===== src/rtl/core/ledpg_pkg.sv =====
// Shared types and constants for the LED effect pattern generator.
// No dependencies; every other file of the block imports this package.
package ledpg_pkg;

   localparam int PIXEL_INDEX_W = 6;
   localparam int CHANNEL_W     = 8;
   localparam int COLOR_W       = 24;
   localparam int PHASE_W       = 7;
   localparam int MODE_W        = 3;
   localparam int CSR_INDEX_W   = 2;
   localparam int QUEUE_DEPTH   = 2;

   // effect_mode register codes
   localparam logic [MODE_W-1:0] MODE_CHASE        = 3'd1;
   localparam logic [MODE_W-1:0] MODE_DOUBLE_CHASE = 3'd2;
   localparam logic [MODE_W-1:0] MODE_BREATHE      = 3'd3;
   localparam logic [MODE_W-1:0] MODE_FLASH        = 3'd4;
   localparam logic [MODE_W-1:0] MODE_HUE_CHASE    = 3'd5;
   localparam logic [MODE_W-1:0] MODE_HUE_SWEEP    = 3'd6;

   // configuration register indexes
   localparam logic [CSR_INDEX_W-1:0] CSR_EFFECT_MODE  = 2'd0;
   localparam logic [CSR_INDEX_W-1:0] CSR_FIRST_COLOR  = 2'd1;
   localparam logic [CSR_INDEX_W-1:0] CSR_SECOND_COLOR = 2'd2;

   // register reset values
   localparam logic [MODE_W-1:0]  MODE_RESET         = MODE_CHASE;
   localparam logic [COLOR_W-1:0] FIRST_COLOR_RESET  = 24'hff0000;
   localparam logic [COLOR_W-1:0] SECOND_COLOR_RESET = 24'hffffff;

   // effect class decided at the front, carried out at the back
   typedef enum logic [2:0] {
      EFFECT_BLACK,
      EFFECT_CHASE,
      EFFECT_DOUBLE_CHASE,
      EFFECT_PULSE,
      EFFECT_BLINK,
      EFFECT_THEATRE,
      EFFECT_RAINBOW
   } effect_type;

   // one queued frame job
   typedef struct packed {
      logic [PHASE_W-1:0] phase;
      effect_type         effect;
   } frame_type;

   typedef struct packed {
      logic [COLOR_W-1:0] first_color;
      logic [COLOR_W-1:0] second_color;
   } palette_type;

   typedef struct packed {
      logic full;
      logic empty;
   } queue_status_type;

endpackage


===== src/rtl/core/ledpg_channels.sv =====
// Valid/ready channel interfaces for frame requests and pixel responses.
// Depends on ledpg_pkg for field widths.
interface ledpg_req_if import ledpg_pkg::*; ();
   logic valid;
   logic ready;
   logic advance;

   modport source (output valid, output advance, input ready);
   modport sink   (input valid, input advance, output ready);
endinterface

interface ledpg_rsp_if import ledpg_pkg::*; ();
   logic                     valid;
   logic                     ready;
   logic [PIXEL_INDEX_W-1:0] pixel_index;
   logic [CHANNEL_W-1:0]     red;
   logic [CHANNEL_W-1:0]     green;
   logic [CHANNEL_W-1:0]     blue;
   logic                     last_pixel;

   modport source (output valid, output pixel_index, output red, output green,
                   output blue, output last_pixel, input ready);
   modport sink   (input valid, input pixel_index, input red, input green,
                   input blue, input last_pixel, output ready);
endinterface


===== src/rtl/core/led_effect_pattern_generator.sv =====
// Top level of the LED effect pattern generator: front end, job queue and
// pixel engine. Depends on ledpg_pkg, ledpg_channels, ledpg_front/queue/back.
//
//   port group   direction  transaction
//   req_ch       in         one frame tick with the advance bit
//   rsp_ch       out        one pixel: index, red, green, blue, last flag
//   csr_*        in         register write, index 0 mode, 1 and 2 colors
//
// The pixel counter issues one pixel a cycle while rsp_ch is not stalled, and
// the next job is loaded from the queue after the last pixel is issued.
// A job's first pixel reaches rsp_ch through stage registers 1 to 3 and out_ff.
// Up to two ticks wait in the queue; req_ch.ready drops only when it is full.
// A low rsp_ch.ready freezes the whole pixel pipeline; nothing is dropped.
// Synchronous active-high reset; no clearing pass.
module led_effect_pattern_generator import ledpg_pkg::*; #(
   parameter int PIXELS = 40
) (
   input  logic                   clock,
   input  logic                   reset,
   ledpg_req_if.sink              req_ch,
   ledpg_rsp_if.source            rsp_ch,
   input  logic                   csr_write_enable,
   input  logic [CSR_INDEX_W-1:0] csr_index,
   input  logic [COLOR_W-1:0]     csr_write_data
);

   queue_status_type q_status;
   logic             push;
   logic             pop;
   frame_type        push_frame;
   frame_type        pop_frame;
   palette_type      palette;

   ledpg_front u_front (
      .clock            (clock),
      .reset            (reset),
      .req_ch           (req_ch),
      .csr_write_enable (csr_write_enable),
      .csr_index        (csr_index),
      .csr_write_data   (csr_write_data),
      .q_status         (q_status),
      .push             (push),
      .push_frame       (push_frame),
      .palette          (palette)
   );

   ledpg_queue u_queue (
      .clock      (clock),
      .reset      (reset),
      .push       (push),
      .push_frame (push_frame),
      .pop        (pop),
      .pop_frame  (pop_frame),
      .status     (q_status)
   );

   ledpg_back #(
      .PIXELS (PIXELS)
   ) u_back (
      .clock    (clock),
      .reset    (reset),
      .q_status (q_status),
      .q_frame  (pop_frame),
      .pop      (pop),
      .palette  (palette),
      .rsp_ch   (rsp_ch)
   );

endmodule


===== src/rtl/core/ledpg_front.sv =====
// Front end: configuration registers, request acceptance, phase tracking.
// Classifies each request into a frame job for the queue. Uses ledpg_pkg.
module ledpg_front import ledpg_pkg::*; (
   input  logic                   clock,
   input  logic                   reset,
   ledpg_req_if.sink              req_ch,
   input  logic                   csr_write_enable,
   input  logic [CSR_INDEX_W-1:0] csr_index,
   input  logic [COLOR_W-1:0]     csr_write_data,
   input  queue_status_type       q_status,
   output logic                   push,
   output frame_type              push_frame,
   output palette_type            palette
);

   logic [MODE_W-1:0]  mode_ff, mode_in;
   logic [COLOR_W-1:0] first_ff, first_in;
   logic [COLOR_W-1:0] second_ff, second_in;
   logic [PHASE_W-1:0] phase_ff, phase_in;
   effect_type         effect;

   // register writes
   always_comb begin
      mode_in   = mode_ff;
      first_in  = first_ff;
      second_in = second_ff;
      if (csr_write_enable) begin
         unique case (csr_index)
            CSR_EFFECT_MODE:  mode_in   = csr_write_data[MODE_W-1:0];
            CSR_FIRST_COLOR:  first_in  = csr_write_data;
            CSR_SECOND_COLOR: second_in = csr_write_data;
            default: ;
         endcase
      end
   end

   // mode to effect class; codes without meaning render black
   always_comb begin
      unique case (mode_ff)
         MODE_CHASE:        effect = EFFECT_CHASE;
         MODE_DOUBLE_CHASE: effect = EFFECT_DOUBLE_CHASE;
         MODE_BREATHE:      effect = EFFECT_PULSE;
         MODE_FLASH:        effect = EFFECT_BLINK;
         MODE_HUE_CHASE:    effect = EFFECT_THEATRE;
         MODE_HUE_SWEEP:    effect = EFFECT_RAINBOW;
         default:           effect = EFFECT_BLACK;
      endcase
   end

   // accept while the queue has room; the frame keeps the phase it starts with
   assign req_ch.ready      = !q_status.full;
   assign push              = req_ch.valid && !q_status.full;
   assign push_frame.phase  = phase_ff;
   assign push_frame.effect = effect;
   assign phase_in          = (push && req_ch.advance) ? phase_ff + 1'b1 : phase_ff;

   assign palette.first_color  = first_ff;
   assign palette.second_color = second_ff;

   always_ff @(posedge clock) begin
      if (reset) begin
         mode_ff   <= MODE_RESET;
         first_ff  <= FIRST_COLOR_RESET;
         second_ff <= SECOND_COLOR_RESET;
         phase_ff  <= '0;
      end else begin
         mode_ff   <= mode_in;
         first_ff  <= first_in;
         second_ff <= second_in;
         phase_ff  <= phase_in;
      end
   end

endmodule


===== src/rtl/core/ledpg_queue.sv =====
// Short frame job queue between the front end and the pixel engine.
// Depth from ledpg_pkg::QUEUE_DEPTH; uses ledpg_pkg types.
module ledpg_queue import ledpg_pkg::*; (
   input  logic             clock,
   input  logic             reset,
   input  logic             push,
   input  frame_type        push_frame,
   input  logic             pop,
   output frame_type        pop_frame,
   output queue_status_type status
);

   localparam int PTR_W = $clog2(QUEUE_DEPTH);
   localparam int CNT_W = $clog2(QUEUE_DEPTH + 1);

   frame_type        entries_ff [QUEUE_DEPTH];
   logic [PTR_W-1:0] wr_ptr_ff, wr_ptr_in;
   logic [PTR_W-1:0] rd_ptr_ff, rd_ptr_in;
   logic [CNT_W-1:0] count_ff, count_in;

   function automatic logic [PTR_W-1:0] next_ptr(input logic [PTR_W-1:0] ptr);
      return (ptr == PTR_W'(QUEUE_DEPTH - 1)) ? '0 : ptr + 1'b1;
   endfunction

   assign wr_ptr_in = push ? next_ptr(wr_ptr_ff) : wr_ptr_ff;
   assign rd_ptr_in = pop  ? next_ptr(rd_ptr_ff) : rd_ptr_ff;

   always_comb begin
      count_in = count_ff;
      if (push && !pop) begin
         count_in = count_ff + 1'b1;
      end else if (pop && !push) begin
         count_in = count_ff - 1'b1;
      end
   end

   assign status.full  = (count_ff == CNT_W'(QUEUE_DEPTH));
   assign status.empty = (count_ff == '0);
   assign pop_frame    = entries_ff[rd_ptr_ff];

   always_ff @(posedge clock) begin
      if (push) begin
         entries_ff[wr_ptr_ff] <= push_frame;
      end
   end

   always_ff @(posedge clock) begin
      if (reset) begin
         wr_ptr_ff <= '0;
         rd_ptr_ff <= '0;
         count_ff  <= '0;
      end else begin
         wr_ptr_ff <= wr_ptr_in;
         rd_ptr_ff <= rd_ptr_in;
         count_ff  <= count_in;
      end
   end

endmodule


===== src/rtl/core/ledpg_back.sv =====
// Pixel engine: walks the pixels of one frame job and renders each through
// a four-stage pipeline into the response register. Uses ledpg_pkg.
module ledpg_back import ledpg_pkg::*; #(
   parameter int PIXELS = 40
) (
   input  logic             clock,
   input  logic             reset,
   input  queue_status_type q_status,
   input  frame_type        q_frame,
   output logic             pop,
   input  palette_type      palette,
   ledpg_rsp_if.source      rsp_ch
);

   localparam int CHANNELS    = 3;
   localparam int BASE        = 896 / PIXELS;
   localparam int OFFS_STEP   = 128 / PIXELS;
   localparam int REM_STEP    = 128 % PIXELS;
   localparam int REM_W       = $clog2(2 * PIXELS);
   localparam int RECIP_SHIFT = 16;
   localparam int RECIP       = (1 << RECIP_SHIFT) / BASE;
   localparam int PROD_W      = 15;
   localparam int WIDE_W      = 28;
   localparam int HUE_W       = 16;
   localparam int H_W         = 11;
   localparam int HUE_SCALE   = 1530;
   localparam int HUE_ROUND   = 32768;

   localparam logic [PIXEL_INDEX_W-1:0] LAST_IDX = PIXEL_INDEX_W'(PIXELS - 1);
   localparam logic [PHASE_W-1:0] BASE_X  = PHASE_W'(BASE);
   localparam logic [PHASE_W-1:0] HALF    = 7'd64;
   localparam logic [PHASE_W-1:0] QUARTER = 7'd32;
   localparam logic [PHASE_W-1:0] THREE_Q = 7'd96;

   typedef enum logic [1:0] {SPAN_BASE, SPAN_64, SPAN_32} span_type;

   typedef struct packed {
      logic [PIXEL_INDEX_W-1:0] idx;
      logic                     last;
      effect_type               effect;
      span_type                 span;
      logic [PHASE_W-1:0]       x;
      logic [COLOR_W-1:0]       c0;
      logic [COLOR_W-1:0]       c1;
      logic [HUE_W-1:0]         hue;
   } stage1_type;

   typedef struct packed {
      logic [PIXEL_INDEX_W-1:0]              idx;
      logic                                  last;
      effect_type                            effect;
      span_type                              span;
      logic [CHANNELS-1:0][CHANNEL_W-1:0]    a;
      logic [CHANNELS-1:0]                   neg;
      logic [CHANNELS-1:0][PROD_W-1:0]       n;
      logic [H_W-1:0]                        h;
   } stage2_type;

   typedef struct packed {
      logic [PIXEL_INDEX_W-1:0]              idx;
      logic                                  last;
      effect_type                            effect;
      logic                                  fix;
      logic [CHANNELS-1:0][CHANNEL_W-1:0]    a;
      logic [CHANNELS-1:0]                   neg;
      logic [CHANNELS-1:0][PROD_W-1:0]       n;
      logic [CHANNELS-1:0][CHANNEL_W-1:0]    q;
      logic [COLOR_W-1:0]                    hue_rgb;
   } stage3_type;

   typedef struct packed {
      logic [PIXEL_INDEX_W-1:0]              idx;
      logic                                  last;
      logic [CHANNELS-1:0][CHANNEL_W-1:0]    rgb;
   } out_type;

   // frame iterator
   logic                     busy_ff, busy_in;
   logic [PIXEL_INDEX_W-1:0] pixel_ff, pixel_in;
   logic [PHASE_W-1:0]       offs_ff, offs_in;
   logic [REM_W-1:0]         rem_ff, rem_in;
   logic [REM_W-1:0]         rem_sum;
   frame_type                frame_ff, frame_in;
   logic                     en;
   logic                     issue;

   // pipeline
   logic       s1_valid_ff, s2_valid_ff, s3_valid_ff, out_valid_ff;
   stage1_type s1_ff, s1_in;
   stage2_type s2_ff, s2_in;
   stage3_type s3_ff, s3_in;
   out_type    out_ff, out_in;

   logic [PHASE_W-1:0] p7;
   logic [PHASE_W-1:0] ph;

   function automatic logic [HUE_W-1:0] hue_of(input logic [PHASE_W-1:0] src);
      logic [22:0] w;
      w = {src, 16'b0} - {16'b0, src};
      return w[22:7];
   endfunction

   function automatic logic [COLOR_W-1:0] hue_wheel(input logic [H_W-1:0] h);
      logic [H_W-1:0] r, g, b;
      r = '0;
      g = '0;
      b = '0;
      if (h < 11'd510) begin
         if (h < 11'd255) begin
            r = 11'd255;
            g = h;
         end else begin
            r = 11'd510 - h;
            g = 11'd255;
         end
      end else if (h < 11'd1020) begin
         if (h < 11'd765) begin
            g = 11'd255;
            b = h - 11'd510;
         end else begin
            g = 11'd1020 - h;
            b = 11'd255;
         end
      end else if (h < 11'd1530) begin
         if (h < 11'd1275) begin
            r = h - 11'd1020;
            b = 11'd255;
         end else begin
            r = 11'd255;
            b = 11'd1530 - h;
         end
      end else begin
         r = 11'd255;
      end
      return {r[7:0], g[7:0], b[7:0]};
   endfunction

   // whole pipeline moves when the response register is free or being taken
   assign en    = !out_valid_ff || rsp_ch.ready;
   assign pop   = !busy_ff && !q_status.empty;
   assign issue = busy_ff && en;

   // pixel counter and running offset i*128/PIXELS (quotient plus remainder)
   assign rem_sum = rem_ff + REM_W'(REM_STEP);

   always_comb begin
      busy_in  = busy_ff;
      pixel_in = pixel_ff;
      offs_in  = offs_ff;
      rem_in   = rem_ff;
      frame_in = frame_ff;
      if (pop) begin
         busy_in  = 1'b1;
         pixel_in = '0;
         offs_in  = '0;
         rem_in   = '0;
         frame_in = q_frame;
      end else if (issue) begin
         pixel_in = pixel_ff + 1'b1;
         if (rem_sum >= REM_W'(PIXELS)) begin
            rem_in  = rem_sum - REM_W'(PIXELS);
            offs_in = offs_ff + PHASE_W'(OFFS_STEP) + 1'b1;
         end else begin
            rem_in  = rem_sum;
            offs_in = offs_ff + PHASE_W'(OFFS_STEP);
         end
         if (pixel_ff == LAST_IDX) begin
            busy_in = 1'b0;
         end
      end
   end

   // stage 1: blend position, span and end colors, or hue
   assign ph = frame_ff.phase;
   assign p7 = offs_ff + ph;

   always_comb begin
      s1_in        = '0;
      s1_in.idx    = pixel_ff;
      s1_in.last   = (pixel_ff == LAST_IDX);
      s1_in.effect = frame_ff.effect;
      s1_in.span   = SPAN_64;
      s1_in.c0     = palette.first_color;
      s1_in.c1     = palette.second_color;
      unique case (frame_ff.effect)
         EFFECT_CHASE: begin
            s1_in.span = SPAN_BASE;
            s1_in.x    = (p7 > BASE_X) ? BASE_X : p7;
         end
         EFFECT_DOUBLE_CHASE: begin
            s1_in.span = SPAN_BASE;
            s1_in.x    = ({1'b0, p7[5:0]} > BASE_X) ? BASE_X : {1'b0, p7[5:0]};
         end
         EFFECT_PULSE: begin
            s1_in.x = (ph >= HALF) ? ph - HALF : HALF - ph;
         end
         EFFECT_BLINK: begin
            s1_in.span = SPAN_32;
            s1_in.c1   = '0;
            if (ph < HALF) begin
               s1_in.x = (ph >= QUARTER) ? ph - QUARTER : QUARTER - ph;
            end else begin
               s1_in.c0 = palette.second_color;
               s1_in.x  = (ph >= THREE_Q) ? ph - THREE_Q : THREE_Q - ph;
            end
         end
         EFFECT_THEATRE: s1_in.hue = hue_of(p7);
         EFFECT_RAINBOW: s1_in.hue = hue_of(ph);
         default: ;
      endcase
   end

   // stage 2: per-channel difference times position; hue scaled onto 0..1518
   always_comb begin
      logic [CHANNEL_W-1:0] a_v, b_v, m_v;
      logic [WIDE_W-1:0]    hm;
      s2_in        = '0;
      s2_in.idx    = s1_ff.idx;
      s2_in.last   = s1_ff.last;
      s2_in.effect = s1_ff.effect;
      s2_in.span   = s1_ff.span;
      for (int c = 0; c < CHANNELS; c++) begin
         a_v = s1_ff.c0[(CHANNELS-1-c)*CHANNEL_W +: CHANNEL_W];
         b_v = s1_ff.c1[(CHANNELS-1-c)*CHANNEL_W +: CHANNEL_W];
         m_v = (b_v < a_v) ? a_v - b_v : b_v - a_v;
         s2_in.a[c]   = a_v;
         s2_in.neg[c] = (b_v < a_v);
         s2_in.n[c]   = PROD_W'(s1_ff.x) * PROD_W'(m_v);
      end
      hm       = WIDE_W'(s1_ff.hue) * WIDE_W'(HUE_SCALE) + WIDE_W'(HUE_ROUND);
      s2_in.h  = hm[RECIP_SHIFT +: H_W];
   end

   // stage 3: quotient (reciprocal estimate for the chase span); hue wheel
   always_comb begin
      logic [WIDE_W-1:0] prod_v;
      s3_in         = '0;
      s3_in.idx     = s2_ff.idx;
      s3_in.last    = s2_ff.last;
      s3_in.effect  = s2_ff.effect;
      s3_in.a       = s2_ff.a;
      s3_in.neg     = s2_ff.neg;
      s3_in.n       = s2_ff.n;
      s3_in.fix     = (s2_ff.span == SPAN_BASE);
      s3_in.hue_rgb = hue_wheel(s2_ff.h);
      for (int c = 0; c < CHANNELS; c++) begin
         prod_v = WIDE_W'(s2_ff.n[c]) * WIDE_W'(RECIP);
         unique case (s2_ff.span)
            SPAN_BASE: s3_in.q[c] = prod_v[RECIP_SHIFT +: CHANNEL_W];
            SPAN_64:   s3_in.q[c] = s2_ff.n[c][6 +: CHANNEL_W];
            SPAN_32:   s3_in.q[c] = s2_ff.n[c][5 +: CHANNEL_W];
            default:   s3_in.q[c] = '0;
         endcase
      end
   end

   // stage 4: quotient correction, signed blend, effect select
   always_comb begin
      logic [PROD_W-1:0]    corr;
      logic [CHANNEL_W-1:0] q_v;
      out_in      = '0;
      out_in.idx  = s3_ff.idx;
      out_in.last = s3_ff.last;
      for (int c = 0; c < CHANNELS; c++) begin
         corr = s3_ff.n[c] - PROD_W'(s3_ff.q[c]) * PROD_W'(BASE);
         q_v  = s3_ff.q[c] + CHANNEL_W'(s3_ff.fix && (corr >= PROD_W'(BASE)));
         unique case (s3_ff.effect)
            EFFECT_THEATRE, EFFECT_RAINBOW:
               out_in.rgb[c] = s3_ff.hue_rgb[(CHANNELS-1-c)*CHANNEL_W +: CHANNEL_W];
            EFFECT_BLACK:
               out_in.rgb[c] = '0;
            default:
               out_in.rgb[c] = s3_ff.neg[c] ? s3_ff.a[c] - q_v : s3_ff.a[c] + q_v;
         endcase
      end
   end

   assign rsp_ch.valid       = out_valid_ff;
   assign rsp_ch.pixel_index = out_ff.idx;
   assign rsp_ch.red         = out_ff.rgb[0];
   assign rsp_ch.green       = out_ff.rgb[1];
   assign rsp_ch.blue        = out_ff.rgb[2];
   assign rsp_ch.last_pixel  = out_ff.last;

   // control state
   always_ff @(posedge clock) begin
      if (reset) begin
         busy_ff      <= 1'b0;
         s1_valid_ff  <= 1'b0;
         s2_valid_ff  <= 1'b0;
         s3_valid_ff  <= 1'b0;
         out_valid_ff <= 1'b0;
      end else begin
         busy_ff <= busy_in;
         if (en) begin
            s1_valid_ff  <= issue;
            s2_valid_ff  <= s1_valid_ff;
            s3_valid_ff  <= s2_valid_ff;
            out_valid_ff <= s3_valid_ff;
         end
      end
   end

   // payload
   always_ff @(posedge clock) begin
      pixel_ff <= pixel_in;
      offs_ff  <= offs_in;
      rem_ff   <= rem_in;
      frame_ff <= frame_in;
      if (en) begin
         s1_ff  <= s1_in;
         s2_ff  <= s2_in;
         s3_ff  <= s3_in;
         out_ff <= out_in;
      end
   end

endmodule

===== src/flat_wrapper.sv =====
// flat-port wrapper written by rule: the top's interface ports become plain ports
module led_effect_pattern_generator_flat import ledpg_pkg::*;
#(
   parameter int PIXELS = 40
)
  (clock, reset, csr_write_enable, csr_index, csr_write_data, req_ch_valid, req_ch_advance, req_ch_ready, rsp_ch_valid, rsp_ch_pixel_index, rsp_ch_red, rsp_ch_green, rsp_ch_blue, rsp_ch_last_pixel, rsp_ch_ready);
  ledpg_req_if req_ch_i ();
  ledpg_rsp_if rsp_ch_i ();
  input  logic clock;
  input  logic reset;
  input  logic csr_write_enable;
  input  logic [CSR_INDEX_W-1:0] csr_index;
  input  logic [COLOR_W-1:0] csr_write_data;
  input wire logic [$bits(req_ch_i.valid)-1:0] req_ch_valid;
  input wire logic [$bits(req_ch_i.advance)-1:0] req_ch_advance;
  output wire logic [$bits(req_ch_i.ready)-1:0] req_ch_ready;
  output wire logic [$bits(rsp_ch_i.valid)-1:0] rsp_ch_valid;
  output wire logic [$bits(rsp_ch_i.pixel_index)-1:0] rsp_ch_pixel_index;
  output wire logic [$bits(rsp_ch_i.red)-1:0] rsp_ch_red;
  output wire logic [$bits(rsp_ch_i.green)-1:0] rsp_ch_green;
  output wire logic [$bits(rsp_ch_i.blue)-1:0] rsp_ch_blue;
  output wire logic [$bits(rsp_ch_i.last_pixel)-1:0] rsp_ch_last_pixel;
  input wire logic [$bits(rsp_ch_i.ready)-1:0] rsp_ch_ready;
  assign req_ch_i.valid = req_ch_valid;
  assign req_ch_i.advance = req_ch_advance;
  assign req_ch_ready = req_ch_i.ready;
  assign rsp_ch_valid = rsp_ch_i.valid;
  assign rsp_ch_pixel_index = rsp_ch_i.pixel_index;
  assign rsp_ch_red = rsp_ch_i.red;
  assign rsp_ch_green = rsp_ch_i.green;
  assign rsp_ch_blue = rsp_ch_i.blue;
  assign rsp_ch_last_pixel = rsp_ch_i.last_pixel;
  assign rsp_ch_i.ready = rsp_ch_ready;
  led_effect_pattern_generator #(.PIXELS(PIXELS)) u_core (.clock(clock), .reset(reset), .req_ch(req_ch_i), .rsp_ch(rsp_ch_i), .csr_write_enable(csr_write_enable), .csr_index(csr_index), .csr_write_data(csr_write_data));
endmodule

===== config.mk =====
export PLATFORM = sky130hd
export DESIGN_NAME = led_effect_pattern_generator_flat
export DESIGN_NICKNAME = d
export VERILOG_FILES = /design/src/rtl/core/ledpg_pkg.sv /design/src/rtl/core/ledpg_channels.sv /design/src/rtl/core/led_effect_pattern_generator.sv /design/src/rtl/core/ledpg_front.sv /design/src/rtl/core/ledpg_queue.sv /design/src/rtl/core/ledpg_back.sv /design/src/flat_wrapper.sv
export SDC_FILE = /design/constraint.sdc
export NUM_CORES = 2
export LEC_CHECK = 0
export ABC_AREA = 0
export ABC_CLOCK_PERIOD_IN_PS = 18980
export BUFFER_PORTS_ARGS = -buffer_cell sky130_fd_sc_hd__buf_4
export CORE_MARGIN = 2
export CORE_UTILIZATION = 46
export DETAILED_ROUTE_END_ITERATION = 12
export GPL_ROUTABILITY_DRIVEN = 0
export PLACE_DENSITY_LB_ADDON = 0.1
export SYNTH_ARGS = -nofsm -noshare
export SYNTH_HDL_FRONTEND = slang
export SYNTH_SLANG_ARGS = --single-unit

===== constraint.sdc =====
create_clock -name clock -period 18.98 [get_ports clock]
set_input_delay 3.796 -clock clock [delete_from_list [all_inputs] [get_ports clock]]
set_output_delay 3.796 -clock clock [all_outputs]
set_load 0.005 [all_outputs]

---- After elaboration in Yosys (flattened, before gate mapping) ----
Memories as Yosys holds them, arrays and structs flattened. A register that Yosys moved wholly into a read port is not among the register bits.
Cells that the tools add are included.
word-level totals
  flip-flop bits (word level) ............. 427
  bits in latches ......................... 0
  memory bits (writable) .................. 20
  memory bits (read-only) ................. 0
  bits of input ports ..................... 32
  output and inout port bits .............. 33
  logic and storage cells ................. 226
  memories kept ........................... 1
cells by class
  $add $sub $neg .......................... 43
  $mul .................................... 10
  div/mod/pow operators ................... 0
  magnitude comparators ................... 19
  eq/ne operators ......................... 20
  shift operators ......................... 0
  multiplexer cells ....................... 48
  bitwise operators ....................... 0
  reduce and logical (&&, ||, !) cells .... 29
memories
  name                       words  width  rd ports  clocked after memory_dff  write ports  line               source
  u_core.u_queue.entries_ff  2      10     1         1                         1            ledpg_queue.sv:16  frame_type entries_ff [QUEUE_DEPTH];
operator list
  operator                number
  $mux 8                  19
  $pmux 8 s3              3
  $sub 8x8->8             9
  $mul 15x11->23 const B  3
  $mux 7                  7
  $mux 48                 1
  $pmux 8 s2              3
  $sub 23x7->23           2
  $ge 15x5->1 const B     3
  $mul 7x8->15            3
  $sub 15x13->15          3
  $mul 8x4->12 const B    3
  $pmux 16 s2             1
  $pmux 7 s4              1
  $add 27x16->27 const B  1
  $mul 16x10->26 const B  1
  $add 8x1->8             3
  $add 8x8->8             3
  $eq 3x3->1 const B      8
  $lt 8x8->1              3
  $mux 24                 1
  $sub 8x8->8 const A     3
  $lt 11x10->1 const B    2
  $lt 11x11->1 const B    2
  other kinds (38)        81

---- Depth between registers and ports, before layout ----
  depth in word-level cells ............... 8
  mapped depth ............................ 38
  mapped depth without buffers ............ 37

---- Hierarchy ----
From an unflattened synthesis, not the netlist that was laid out.
second synthesis, totals
  cells, all modules ...................... 3,844
  area total of the unflattened synthesis .. 40,217.3 µm²
by module, submodules not included
  module       times used  cells each  area each (µm²)  sequential area each (µm²)
  ledpg_back   1           3,530       37,079.3         10,770.3
  ledpg_front  1           261         2,212.1          1,161.1
  ledpg_queue  1           53          925.9            700.7

---- Worst setup path after synthesis ----
OpenSTA, ideal clock, no wires.
  path kind ............................... input-to-reg
  from .................................... input port rsp_ch_ready
  to ...................................... register u_core.u_back.offs_ff[4]
  setup time .............................. 0.071 ns
  data arrival time ....................... 12.562 ns
  required time ........................... 18.909 ns
  path slack .............................. 6.347 ns
  stages on the path ...................... 5
  buffers on the path ..................... 0
  path through ............................ nor2b_1 > inv_1 > nand2_1 > or3_1 > a21oi_1
on the way
  cells in the longest elaborated chain, start to end .. 2
ends and longest elaborated chain
  item                    line                source
  start: declaration      flat_wrapper.sv:23  input wire logic [$bits(rsp_ch_i.ready)-1:0] rsp_ch_ready;
  $logic_or 1x1->1        ledpg_back.sv:139   assign en = !out_valid_ff || rsp_ch.ready;
  $logic_and 1x1->1       ledpg_back.sv:141   assign issue = busy_ff && en;
  end signal: assignment  ledpg_back.sv:307   offs_ff <= offs_in;
  end: declaration        ledpg_back.sv:80    logic [PHASE_W-1:0] offs_ff, offs_in;
No other way between the ends.
A chain may end at the register's enable or synchronous reset.

==> impl_metrics.py <==
metrics = {
    "outcome": {
        "status": "complete, no violations",
    },
    "routing": {
        "avgRoutedWirePerCell_um": 16.9,
        "wl_um": 88100,
        "drtAntennaViolNets": 0,
        "drtIter0Drc": 1504,
        "vias": 27100,
        "drc": 0,
        "firstDrtPassIters": 5,
        "drt-vias-per-instance": 5.21,
    },
    "floorplanning": {
        "rows": 109,
        "dieArea_um2": 91100,
        "die_h_um": 302,
        "start_util_pct": 46.3,
        "die_w_um": 302,
        "ios": 65,
        "core_area_um2": 88100,
    },
    "global_route": {
        "grt_first_pass_wirelength_um": 145000,
        "use_met1_pct": 29.4,
        "busiest_layer": "met2",
        "grt_max_degree": 160,
        "grtUsageMet2_pct": 32.0,
        "grt_pass1_vias": 27300,
        "grt_usage_pct": 19.9,
        "grt_antenna_before_repair": 7,
        "globalRouteMet3Util_pct": 2.34,
        "overflow": 0,
    },
    "flow_run": {
        "cap_violations": 0,
    },
    "setup_path": {
        "required_ns": 19.33,
        "worstSetupStartpointType": "flop",
        "cpPeakStageDelay_ns": 0.51,
        "crit_arrival_ns": 8.13,
        "critical_path_class": "flop to flop",
        "cp_slowest_cell": "edfxtp_1",
        "crit_fanout": 8,
        "crit_top_cell": "ha_1",
        "cp-end-kind": "flop",
    },
    "placement": {
        "post-dp-hpwl_um": 67600,
        "io_buffers": 64,
        "dpl_cell_area_um2": 42500,
        "pre_cts_ws_ns": 11.20,
        "dpl.cell_count": 5110,
    },
    "cells_and_area": {
        "layout-drive-gt1-share_pct": 6.23,
        "num-nets-final": 4962,
        "area.growth.synth_to_final_pct": 8.79,
        "design_area_um2": 44400,
        "instances_no_fill": 5208,
        "antenna_cells": 0,
    },
    "logic_synthesis": {
        "ys_seq_area_share_pct": 30.9,
        "yosysWarnings": 0,
        "synth_area_per_cell_um2": 10.3,
        "yosysMostFrequentCell": "ha_1",
        "async_flop_share_pct": 0,
        "synth_top_area_share_pct": 26.8,
        "syn-num-nets": 4921,
        "synth_edf_count": 364,
        "synth_seq_cells": 448,
        "yosysTopAreaCell": "edfxtp_1",
        "synthTopCellsByCount": "608 x ha_1, 604 x inv_1, 373 x nand2_1",
        "synthFlopType": "edfxtp_1",
        "netlist_top_cells_area": "edfxtp_1 27%, ha_1 19%, fa_1 16%, inv_1 5.6%, dfxtp_1 4.1%",
        "syn_area_um2": 40800,
        "ys_types": 84,
        "synthCells": 3959,
    },
    "sta": {
        "max_slew_margin_pct": 27.1,
        "hold_violations": 0,
        "maxSlewViolCount": 0,
        "period_needed_ns": 7.78,
        "fmax_mhz": 129,
        "period_share_pct": 41.0,
        "setup-tns-final_ns": 0,
        "setup_viol": 0,
        "finClkSkew_ns": 0.0311,
        "worst_pin_slew_ns": 1.09,
        "setup_slack_ns": 11.20,
        "rsz0062_at_grt": "false",
    },
    "clock_tree": {
        "post_cts_buffers": 0,
        "path_clk_slew_ns": 0.06,
        "worstSkewPairLatency_ns": 0.62,
        "root_buffer": "clkbuf_16",
        "ctsResizeCount": 0,
        "numCtsBuffers": 53,
        "h-tree-depth": 2,
        "clk_path_buf_depth": 3,
        "cts_hold_buffers": 0,
        "clock-sinks": 448,
        "tritoncts": "built",
    },
    "worst_hold_path": {
        "hp-class": "flop to flop",
    },
}
==> stage by stage <==
step / hold WS (ns) / utilization (%)
5_1_grt: 0.416 / 50.4
4_1_cts: 0.416 / 50.4
2_1_floorplan: 0.400 / -
3_3_place_gp: 0.400 / 48.3
3_5_place_dp: 0.405 / 48.3
6_report: 0.412 / 50.4
==> flip-flops by register name, indices dropped and copies added, names as in the netlist, 2 cells and up <==
signal and cells:
u_core.u_back.s3_ff 121, u_core.u_back.s2_ff 95, u_core.u_back.s1_ff 80, u_core.u_front.first_ff 24, u_core.u_front.second_ff 24, u_core.u_queue.entries_ff 20
u_core.u_back.rsp_ch.blue 8, u_core.u_back.rsp_ch.green 8, u_core.u_back.rsp_ch.red 8, u_core.u_back.offs_ff 7, u_core.u_back.out_in 7, u_core.u_back.ph 7
u_core.u_front.phase_ff 7, u_core.u_back.pixel_ff 6, u_core.u_back.rsp_ch.pixel_index 6, u_core.u_back.rem_ff 4, u_core.u_back.frame_ff 3, u_core.u_front.mode_ff 3
u_core.u_queue.count_ff 2
==> routing by layer <==
layer	vias up	part of all wire, %
met3	81	3.5
li1	13600	-
met5	-	0
met2	368	45
met4	0	1.5
met1	13100	50
==> kinds of logic (layout without fill, tap and decap cells) <==
group | Yosys count | in the layout | synth area share, %
DFF | 448 | 448 | 30.9
muxes | 66 | 66 | 1.77
AOI/OAI and AO/OA | 636 | 636 | 10.0
buffers and inverters | 700 | 784 | 6.48
xor gates and xnor gates | 247 | 247 | 5.30
and+or+nand+nor | 932 | 932 | 11.1
adders and majority gates | 930 | 930 | 34.4
==> final cells by class <==
class	instances	area, µm²
timing repair buffer	81	621
inverter	605	2280
multi-input combinational	2811	25500
fill	8215	43700
clock inverter	39	483
sequential	448	12600
clock buffer	59	1380
tap	1165	1460
==> path summary, 6_finish.rpt <==
kind,startpoint,end,slack [ns],cells after the start
setup / recovery,u_core.u_back.s3_ff[43]$_SDFFCE_PN0N_,u_core.u_back.rsp_ch.blue[7]$_DFFE_PN_,11.20,34
hold / removal,u_core.u_back.out_in[28]$_DFFE_PN_,u_core.u_back.rsp_ch.pixel_index[3]$_DFFE_PN_,0.41,0
setup reg to reg,u_core.u_back.s3_ff[43]$_SDFFCE_PN0N_,u_core.u_back.rsp_ch.blue[7]$_DFFE_PN_,11.20,34
hold reg to reg,u_core.u_back.out_in[28]$_DFFE_PN_,u_core.u_back.rsp_ch.pixel_index[3]$_DFFE_PN_,0.41,0
==> worst max-delay path, delay by kind of cell, from the launching register on <==
family                   cells  cell delay, ns
AO/OA/AOI/OAI               14            2.77
AND/OR/NAND/NOR              8            1.05
buffers and inverters        1            0.05
multiplexers                 1            0.24
flip-flops                   1            0.51
XOR/XNOR                     2            0.29
adder cells (fa/ha/maj)      8            2.59
==> cell usage in the layout, fill, tap and decap left out, types with 39 or more instances in the layout <==
| cell type | synthesis | layout |
|---|---|---|
| fa_1 | 322 | 322 |
| ha_1 | 608 | 608 |
| mux2_2 | 48 | 48 |
| edfxtp_1 | 364 | 364 |
| o21ai_0 | 152 | 152 |
| nor2b_1 | 39 | 39 |
| xor2_1 | 101 | 101 |
| a21oi_1 | 171 | 171 |
| nor3_1 | 41 | 41 |
| inv_1 | 604 | 603 |
| a21o_1 | 44 | 44 |
| clkbuf_16 | 0 | 54 |
| nor2_1 | 170 | 169 |
| nand3_1 | 46 | 46 |
| nand2_1 | 373 | 373 |
| and2_1 | 76 | 76 |
| buf_4 | 0 | 80 |
| xnor2_1 | 146 | 146 |
| dfxtp_1 | 84 | 84 |
| nand3b_1 | 46 | 46 |
Power is not shown: default switching activity piles up to over one toggle a cycle in this logic, so the estimate is an artifact.
